==> config.mk <==
export PLATFORM = sky130hd
export DESIGN_NAME = vlsf_cell
export DESIGN_NICKNAME = d
export VERILOG_FILES = /design/src/design/vlan_learning_switch_forwarder_unit_macros.svh /design/src/design/vlsf_pkg.sv /design/src/design/vlsf_cell.sv
export SDC_FILE = /design/constraint.sdc
export NUM_CORES = 1
export LEC_CHECK = 0
export BUFFER_PORTS_ARGS = -buffer_cell sky130_fd_sc_hd__buf_4
export CORE_UTILIZATION = 50
export DETAILED_ROUTE_END_ITERATION = 8
export PLACE_DENSITY = 0.85
export SYNTH_ARGS = -nofsm -noshare
export SYNTH_HDL_FRONTEND = slang
export SYNTH_SLANG_ARGS = --single-unit
==> constraint.sdc <==
create_clock -name clock -period 9.4 [get_ports clock]
set_clock_uncertainty 0.1 [all_clocks]
set_input_delay 0.94 -clock clock [delete_from_list [all_inputs] [get_ports clock]]
set_output_delay 0.94 -clock clock [all_outputs]
set_load 0.1 [all_outputs]
==> src/design/vlan_learning_switch_forwarder_unit_macros.svh <==
// Assertion macros for the VLAN learning switch forwarder.
// Included by the top level; no other dependencies.
`ifndef VLAN_LEARNING_SWITCH_FORWARDER_UNIT_MACROS_SVH
`define VLAN_LEARNING_SWITCH_FORWARDER_UNIT_MACROS_SVH
`ifndef SYNTHESIS
// same-cycle implication
`define VLSF_ASSERT_NOW(label, ante, cons) \
   label: assert property (@(posedge clock) disable iff (reset) (ante) |-> (cons)) \
      else $error("assertion failed");
// next-cycle implication
`define VLSF_ASSERT_NEXT(label, ante, cons) \
   label: assert property (@(posedge clock) disable iff (reset) (ante) |=> (cons)) \
      else $error("assertion failed");
`else
`define VLSF_ASSERT_NOW(label, ante, cons)
`define VLSF_ASSERT_NEXT(label, ante, cons)
`endif
`endif

==> src/design/vlsf_pkg.sv <==
// Shared types, constants and port helper functions of the forwarder.
// No dependencies.
package vlsf_pkg;

   localparam int PORT_COUNT    = 8;
   localparam int TABLE_ENTRIES = 256;
   localparam int PORT_W        = 4;
   localparam int VLAN_W        = 12;
   localparam int MAC_W         = 48;
   localparam int MASK_W        = 8;
   localparam int CSR_W         = 48;
   localparam int CSR_IDX_W     = 4;
   localparam int GROUP_BIT     = 40;
   localparam int VLANS_W       = 2 * CSR_W;

   localparam logic [VLAN_W-1:0] DEFAULT_VLAN     = 12'd1;
   localparam logic [CSR_W-1:0]  ACCESS_VLAN_INIT = 48'h0010_0100_1001;

   typedef enum logic [1:0] {
      ACT_UNICAST   = 2'd0,
      ACT_FLOOD     = 2'd1,
      ACT_DROP_TAG  = 2'd2,
      ACT_DROP_LOOP = 2'd3
   } action_type;

   typedef enum logic [CSR_IDX_W-1:0] {
      CSR_TRUNK_MASK   = 4'd0,
      CSR_VLANS_LOW    = 4'd1,
      CSR_VLANS_HIGH   = 4'd2,
      CSR_LINK_UP_MASK = 4'd3
   } csr_index_type;

   typedef enum logic [1:0] {
      ST_IDLE,
      ST_SCAN,
      ST_EMIT
   } state_type;

   // lookup item that walks the cell row
   typedef struct packed {
      logic              active;
      logic [PORT_W-1:0] ingress;
      logic [VLAN_W-1:0] vlan;
      logic [MAC_W-1:0]  src;
      logic [MAC_W-1:0]  dst;
      logic              learn;
      logic              src_hit;
      logic              placed;
      logic              dst_hit;
      logic [PORT_W-1:0] dst_port;
   } token_type;

   function automatic logic port_valid(input logic [PORT_W-1:0] p);
      return (p >= PORT_W'(1)) && (p <= PORT_W'(PORT_COUNT));
   endfunction

   // mask bit of port p, zero for ports outside the range
   function automatic logic port_bit(input logic [MASK_W-1:0] mask,
                                     input logic [PORT_W-1:0] p);
      logic r;
      r = 1'b0;
      for (int i = 0; i < PORT_COUNT; i++) begin
         if (p == PORT_W'(i + 1)) r = mask[i];
      end
      return r;
   endfunction

   function automatic logic [VLAN_W-1:0] access_vlan(input logic [VLANS_W-1:0] vlans,
                                                     input logic [PORT_W-1:0] p);
      logic [VLAN_W-1:0] r;
      r = DEFAULT_VLAN;
      for (int i = 0; i < PORT_COUNT; i++) begin
         if (p == PORT_W'(i + 1)) r = vlans[VLAN_W*i +: VLAN_W];
      end
      return r;
   endfunction

endpackage

==> src/design/vlsf_cell.sv <==
// One address table cell: holds one entry, matches the passing lookup item
// and hands it on through its token register. Depends on vlsf_pkg.
module vlsf_cell import vlsf_pkg::*; (
   input  logic      clock,
   input  logic      reset,
   input  token_type tok_i,
   output token_type tok_o
);

   logic              valid_ff, valid_in;
   logic [VLAN_W-1:0] vlan_ff, vlan_in;
   logic [MAC_W-1:0]  mac_ff, mac_in;
   logic [PORT_W-1:0] port_ff, port_in;
   token_type         tok_ff, tok_in;
   logic              src_m, dst_m, place;

   // match both addresses, claim this cell if it is the first free one
   always_comb begin
      src_m = tok_i.active && valid_ff && (vlan_ff == tok_i.vlan) && (mac_ff == tok_i.src);
      dst_m = tok_i.active && valid_ff && (vlan_ff == tok_i.vlan) && (mac_ff == tok_i.dst);
      place = tok_i.active && !valid_ff && tok_i.learn && !tok_i.src_hit && !tok_i.placed;
      tok_in         = tok_i;
      tok_in.src_hit = tok_i.src_hit | src_m;
      tok_in.placed  = tok_i.placed | place;
      if (dst_m) begin
         tok_in.dst_hit  = 1'b1;
         tok_in.dst_port = port_ff;
      end
   end

   // write a new entry or refresh the port of a known source
   always_comb begin
      valid_in = valid_ff | place;
      vlan_in  = place ? tok_i.vlan : vlan_ff;
      mac_in   = place ? tok_i.src : mac_ff;
      port_in  = (place || (src_m && tok_i.learn)) ? tok_i.ingress : port_ff;
   end

   always_ff @(posedge clock) begin
      if (reset) begin
         valid_ff      <= 1'b0;
         tok_ff.active <= 1'b0;
      end else begin
         valid_ff <= valid_in;
         tok_ff   <= tok_in;
      end
   end

   always_ff @(posedge clock) begin
      vlan_ff <= vlan_in;
      mac_ff  <= mac_in;
      port_ff <= port_in;
   end

   assign tok_o = tok_ff;

endmodule

Yosys cells after proc, flatten, opt, wreduce, memory -nomap -nowiden
Cells that the tools add are included.
{"block": "word_totals", "wordCells": 34, "register_bits": 186, "inputBits": 123, "output_inout_bits": 121}
{"block": "op_classes", "n_mux": 1, "eq_ne": 3, "reduce_logical": 13, "bitwise": 3}
{"operator": "$eq A48 B48 Y1", "count": 2}
{"operator": "$eq A12 B12 Y1", "count": 1}
{"operator": "$logic_and A1 B1 Y1", "count": 9}
{"operator": "$mux W4", "count": 1}
{"operator": "$logic_not A1 Y1", "count": 3}
{"operator": "$or A1 B1 Y1", "count": 3}
{"operator": "$logic_or A1 B1 Y1", "count": 1}

Logic depth before layout (Yosys ltp)
Gate-level depths: netlist of run 1.
{"block": "depth", "word_depth": 6, "mapped_depth": 5, "ltp_nobuf": 5}

Worst setup path after synthesis of run 1
No wires, ideal clock.
{"block": "synth_timing", "path_kind": "input to register", "startpoint": "in tok_i[6] (netlist bit)", "endpoint": "reg port_ff[0], enable pin", "required_time_ns": 8.988, "setup_ns": 0.312, "cell_stages": 3, "path_slack_ns": 5.032, "t_arrival_ns": 3.956, "path_buffers": 0, "cell_sequence": "nand4bb_1 nor2_1 a21o_1"}
{"block": "synth_via", "elab_chain_cells": 4}
{"element": "start, declared", "line_no": "vlsf_cell.sv:6", "source": "input token_type tok_i,"}
{"element": "$logic_not A1 Y1", "line_no": "vlsf_cell.sv:21", "source": "place = tok_i.active && !valid_ff && tok_i.learn && !tok_i.src_hit && !tok_i.placed;"}
{"element": "$logic_and A1 B1 Y1 (2 in series)", "line_no": "vlsf_cell.sv:21"}
{"element": "named net place", "line_no": "vlsf_cell.sv:15", "source": "logic src_m, dst_m, place;"}
{"element": "$logic_or A1 B1 Y1", "line_no": "vlsf_cell.sv:36", "source": "port_in = (place || (src_m && tok_i.learn)) ? tok_i.ingress : port_ff;"}
{"element": "end signal, assigned", "line_no": "vlsf_cell.sv:52", "source": "port_ff <= port_in;"}
{"element": "end, declared", "line_no": "vlsf_cell.sv:13", "source": "logic [PORT_W-1:0] port_ff, port_in;"}
The timed path passes the listed nets, and every way through them passes these cells.
A chain may end at the register's enable or synchronous reset.

==> results of run 1 <==
routing by layer:
| layer | wire length (um) | vias up |
|---|---|---|
| met5 | 0 | - |
| li1 | - | 1850 |
| met2 | 7754 | 196 |
| met3 | 1173 | 31 |
| met1 | 5972 | 1940 |
| met4 | 484 | 0 |
cells in the final DEF (no fill, tap or decap), types with 4 or more instances in the layout:
cell,instances
buf_4,245
edfxtp_1,184
xor2_1,96
nor4_1,25
clkbuf_16,17
xnor2_1,12
nand4_1,8
mux2_2,4
inv_6,4
power by group through the flow:
| stage | registers (mW) | logic [mW] | clock network (mW) |
|---|---|---|---|
| after global routing | 0.985 | 0.482 | 0.756 |
| after detailed placement | 1.00 | 0.471 | 0 |
| final | 0.982 | 0.470 | 0.717 |
| after CTS | 0.982 | 0.472 | 0.728 |
| after floorplan | 1.31 | 0.0329 | 0 |
| after global placement | 0.998 | 0.467 | 0 |
worst max-delay path: stages:
cell,delay (ns)
buf_4,0.12
xor2_1,0.15
nor4_1,0.61
nand4_1,0.24
nor4_4,0.49
mux2_2,0.39
stage by stage:
stage | cell area [sq um] | cells
6_report | 9530 | 798
5_1_grt | 9530 | 798
4_1_cts | 9530 | 798
3_5_place_dp | 8934 | 766
3_3_place_gp | 8934 | 766
2_1_floorplan | 6864 | 345
kinds of logic (layout without fill, tap and decap cells):
logic type,Yosys count,after routing
buffers and inverters,1,278
AOI/OAI and AO/OA,1,1
DFF,186,186
and+or+nand+nor,45,45
muxes,4,4
xor gates and xnor gates,108,108
final cells by class:
| class | instances | area, sq um | share of cell area (%) |
|---|---|---|---|
| Inverter | 1 | 6.256 | 0.06564 |
| Timing Repair Buffer | 245 | 1839 | 19.30 |
| Tap cell | 176 | 220.2 | 2.311 |
| Clock inverter | 15 | 171.4 | 1.799 |
| Multi-Input combinational cell | 158 | 1303 | 13.67 |
| Sequential cell | 186 | 5565 | 58.40 |
| Clock buffer | 17 | 425.4 | 4.464 |
worst min-delay path by stage:
stage | start | endpoint | slack [ns]
detailed placement | valid_ff$_SDFF_PP0_ | valid_ff$_SDFF_PP0_ | 0.40
global route | valid_ff$_SDFF_PP0_ | valid_ff$_SDFF_PP0_ | 0.43
global placement | valid_ff$_SDFF_PP0_ | valid_ff$_SDFF_PP0_ | 0.39
CTS | valid_ff$_SDFF_PP0_ | valid_ff$_SDFF_PP0_ | 0.41
finish | valid_ff$_SDFF_PP0_ | valid_ff$_SDFF_PP0_ | 0.41
floorplan | valid_ff$_SDFF_PP0_ | valid_ff$_SDFF_PP0_ | 0.36
sequential cells by signal, summed over array words and instances, names as in the netlist:
register and cells:
tok_o 121, mac_ff 48, vlan_ff 12, port_ff 4, valid_ff 1
==> results.py, run 1 <==
metrics = {
    "synthesis": {
        "syn_avg_cell_area_sq_um": 19.90,
        "synth_compound_area_share_pct": 0.1094,
        "ys_types": 17,
        "ys_seq_elements": 186,
        "synth_top_family_by_area": "XOR/XNOR gates",
        "synthMuxAreaShare_pct": 0.6562,
        "synthTopCellsByCount": "184 x edfxtp_1, 96 x xor2_1, 25 x nor4_1, 12 x xnor2_1, 8 x nand4_1",
        "ys_seq_area_share_pct": 81.08,
        "yosysTopAreaCellShare_pct": 80.50,
        "synthTopCellsByArea": "edfxtp_1 80%, xor2_1 12%, nor4_1 2.3%",
        "yosysTopAreaCell": "edfxtp_1",
        "synthFlopType": "edfxtp_1",
        "synthSimpleGateAreaFrac_pct": 4.320,
        "postSynthCellCount": 345,
        "synth_xor_area_share_pct": 13.78,
        "synth_nets": 468,
        "yosys_warnings": 0,
        "async_flop_share_pct": 0,
        "syn_area_sq_um": 6864,
        "synth_most_common_cell": "edfxtp_1",
        "synthAdderAreaFrac_pct": 0,
        "synth-edff-count": 184,
    },
    "sta": {
        "finalSetupViolCount": 0,
        "period_share_pct": 30.44,
        "min_period_ns": 2.862,
        "max_freq_mhz": 349.4,
        "rsz0062_at_grt": "false",
        "tns_ns": 0,
        "relSlewSlack_pct": 45.34,
        "final-hold-violation-count": 0,
        "hold_ws_ns": 0.4132,
        "maxSlewViolCount": 0,
        "worst_pin_slew_ns": 0.8200,
        "setup_slack_ns": 6.538,
    },
    "critical_path": {
        "crit_path_start": "tok_i[42]",
        "rr_endpoint": "tok_o[2]$_DFFE_PN_",
        "worstPathMaxFanout": 5,
        "endpoint": "tok_o[2]$_DFFE_PN_",
        "reg2reg_slack_ns": 6.73,
        "critPathRequiredTime_ns": 9.47,
        "crit_path_end_kind": "register",
        "rr_startpoint": "mac_ff[34]$_DFFE_PP_",
        "crit_arrival_ns": 2.94,
        "start_kind": "input pin",
        "r2r.worst_path.cells": 5,
        "critPathKind": "input pin to register",
    },
    "final_layout": {
        "postLayoutCoreUtil_pct": 71.68,
        "fin_nets": 732,
        "antenna_cells": 0,
        "layout-drive-gt1-share_pct": 45.82,
        "syn2layout_area_growth_pct": 38.84,
        "fillers": 874,
    },
    "drt": {
        "ant_nets": 0,
        "vias": 4017,
        "firstDrtPassIters": 4,
        "drc": 0,
        "viasPerCell": 5.034,
        "drtIter0Drc": 322,
        "wl_per_cell_um": 19.28,
        "wirelength_um": 15380,
    },
    "clock_tree": {
        "hold_buffers": 0,
        "path_clk_slew_ns": 0.07,
        "cts-buffers-inserted": 17,
        "post_cts_buffers": 0,
        "htreeDepth": 4,
        "clock-sinks": 186,
        "clkLatencyLatePin_ns": 0.42,
        "cts-root-buf": "clkbuf_16",
        "cts_buffer_depth": 2,
        "cts_tree": "built",
        "cts.repair.resized": 0,
    },
    "floorplanning": {
        "die-area_sq_um": 14200,
        "rows": 42,
        "die_w_um": 119.2,
        "die_h_um": 119.2,
        "coreArea_sq_um": 13300,
        "start_util_pct": 51.63,
        "ios": 244,
    },
    "global_routing": {
        "grtUsageMet1_pct": 27.15,
        "busiest_layer": "met2",
        "overflow": 0,
        "gr-usage-met3_pct": 6.466,
        "grt_pass1_vias": 4316,
        "grt_max_degree": 66,
        "grtUsageTotal_pct": 22.52,
        "antenna_found_initial": 0,
        "use_met2_pct": 37.06,
        "grt_pass1_wl_um": 23170,
    },
    "worst_hold_path": {
        "hold_depth": 2,
        "hold_class": "register to register",
    },
    "pwr": {
        "swShare_pct": 31.57,
        "p_total_mw": 2.169,
        "comb_power_share_pct": 21.7,
        "p_sw_uw": 684.7,
        "pwr-share-clk_pct": 33.1,
        "ir_worst_vdd_mv": 0.1518,
        "seqPwrFrac_pct": 45.3,
        "power_density_nw_per_um2": 227.5,
        "leakage_nw": 3.758,
        "p_int_mw": 1.484,
    },
    "placed_design": {
        "portBuffers": 243,
        "place_ws_ns": 6.113,
        "place_hpwl_um": 11690,
        "gp_congestion": 0.7557,
    },
    "run": {
        "drv_cap": 0,
    },
    "run_status": {
        "status": "finished clean",
    },
}
Power figures use the tool's default switching activity.
==> run 2: changes to the inputs <==
- CORE_UTILIZATION: 50 -> 45
- PLACE_DENSITY: 0.85 -> 0.81
- clock period: 9.4 -> 2.5 ns (I/O delays scaled with it)
==> results.py, run 2 (synthesized netlist as in run 1, its figures left out) <==
metrics = {
    "clock_tree": {
        "htreeDepth": 4,
        "clkLatencyLatePin_ns": 0.42,
        "cts-root-buf": "clkbuf_16",
        "cts_tree": "built",
        "cts_buffer_depth": 2,
        "cts-buffers-inserted": 17,
        "path_clk_slew_ns": 0.07,
        "clock-sinks": 186,
    },
    "placed_design": {
        "place_ws_ns": -0.1468,
        "place_area_sq_um": 9002,
        "place_hpwl_um": 12290,
        "gp_congestion": 0.7644,
        "portBuffers": 243,
    },
    "global_routing": {
        "overflow": 0,
        "grt_max_degree": 82,
        "grtUsageTotal_pct": 25.37,
        "grt_pass1_vias": 5048,
        "grt_pass1_wl_um": 29210,
        "antenna_found_initial": 2,
    },
    "sta": {
        "tns_ns": -0.1774,
        "maxSlewViolCount": 0,
        "worst_pin_slew_ns": 0.5124,
        "finalSetupViolCount": 8,
        "min_period_ns": 2.533,
        "final-hold-violation-count": 0,
        "period_share_pct": 101.3,
        "relSlewSlack_pct": 65.84,
        "max_freq_mhz": 394.8,
        "rsz0062_at_grt": "true",
        "setup_slack_ns": -0.03276,
    },
    "final_layout": {
        "fin_nets": 855,
        "largest_register_ffs": 121,
        "layout-drive-gt1-share_pct": 40.81,
        "layout_common_cells": "250 x buf_4, 184 x edfxtp_1, 115 x dlygate4sd3_1",
        "layout_commonest_cell": "buf_4",
        "syn2layout_area_growth_pct": 58.42,
        "stdcell_area_sq_um": 10870,
        "postLayoutCoreUtil_pct": 73.98,
    },
    "pwr": {
        "ir_worst_vdd_mv": 0.4850,
        "leakage_nw": 4.339,
        "power_density_nw_per_um2": 772.7,
        "p_total_mw": 8.402,
    },
    "drt": {
        "ant_nets": 0,
        "wirelength_um": 19300,
        "vias": 4620,
        "drtIter0Drc": 263,
        "drc": 17,
        "viasPerCell": 4.962,
        "firstDrtPassIters": 7,
        "wl_per_cell_um": 20.73,
    },
    "critical_path": {
        "crit_path_end_kind": "register",
        "crit_arrival_ns": 2.61,
        "critPathRequiredTime_ns": 2.57,
        "worstPathMaxFanout": 5,
        "start_kind": "input pin",
        "critPathKind": "input pin to register",
        "r2r.worst_path.cells": 6,
    },
    "floorplanning": {
        "ios": 244,
        "die_h_um": 125.5,
        "coreArea_sq_um": 14700,
        "die-area_sq_um": 15750,
        "die_w_um": 125.5,
        "start_util_pct": 46.70,
        "rows": 44,
    },
    "run_status": {
        "violations": "DRC, setup timing",
        "status": "finished with violations",
    },
    "worst_hold_path": {
        "hold_depth": 2,
        "hold_class": "input pin to register",
    },
    "run": {
        "drv_cap": 0,
    },
}
==> run 2: cell types whose count changed in the layout (fill, tap and decap cells not counted), moves of 4 or more <==
cell	change
mux2_2	-4
xnor2_2	+6
mux2_4	+4
nor4_1	-6
buf_4	+5
nor4_2	+6
xnor2_1	-6
dlygate4sd3_1	+115
==> run 2: cell type report <==
cell class                 count  area (sq um)
antenna                        2         5.005
timing repair buffer         368          3072
tap                          184         230.2
inverter                       1         7.507
clock inverter                12         147.6
multi-input combinational    158          1400
sequential                   186          5565
clock buffer                  20         446.7
fill                         883          3825
==> run 2: final timing paths <==
check	to	slack [ns]	startpoint
max	tok_o[2]$_DFFE_PN_	-0.03	tok_i[114]
min	tok_o[5]$_DFFE_PN_	0.02	tok_i[5]
max reg2reg	tok_o[2]$_DFFE_PN_	0.04	vlan_ff[6]$_DFFE_PP_
min reg2reg	valid_ff$_SDFF_PP0_	0.44	valid_ff$_SDFF_PP0_
==> run 2: per-layer routing <==
metal	part of all wire, %	vias up	global-route usage, %
met4	1.9	0	9.110
met1	38	2275	30.37
met5	0	-	0
met2	53	226	44.31
met3	7.2	23	6.461
li1	-	2096	-
==> run 2: what timing repair did <==
action,CTS,global route
setup endpoints to repair,8,8
gates resized for setup,4,14
setup buffers,2,1
pin swaps,2,7
hold buffers,116,0
endpoints found under the hold margin,181,0
==> run 2: metrics by stage <==
stage / hold slack (ns) / instances
3_5_place_dp: 0.3405 / 780
6_report: 0.02373 / 931
3_3_place_gp: 0.3397 / 780
5_1_grt: 0.01551 / 931
4_1_cts: 0.0003471 / 930
2_1_floorplan: 0.2216 / 345
==> run 2: critical path, stage by stage <==
cell and delay, ns:
dlygate4sd3_1 0.54, buf_4 0.15, xnor2_2 0.16, nand4_1 0.15
or4_4 0.60, nor4_4 0.27, buf_6 0.16, mux2_4 0.31
==> run 2: power breakdown <==
part,total (mW),leakage (nW),switching (mW),internal (mW)
combinational,1.96,2.28,1.46,0.506
clock,2.74,0.290,1.14,1.60
sequential,3.70,1.77,0.0662,3.63
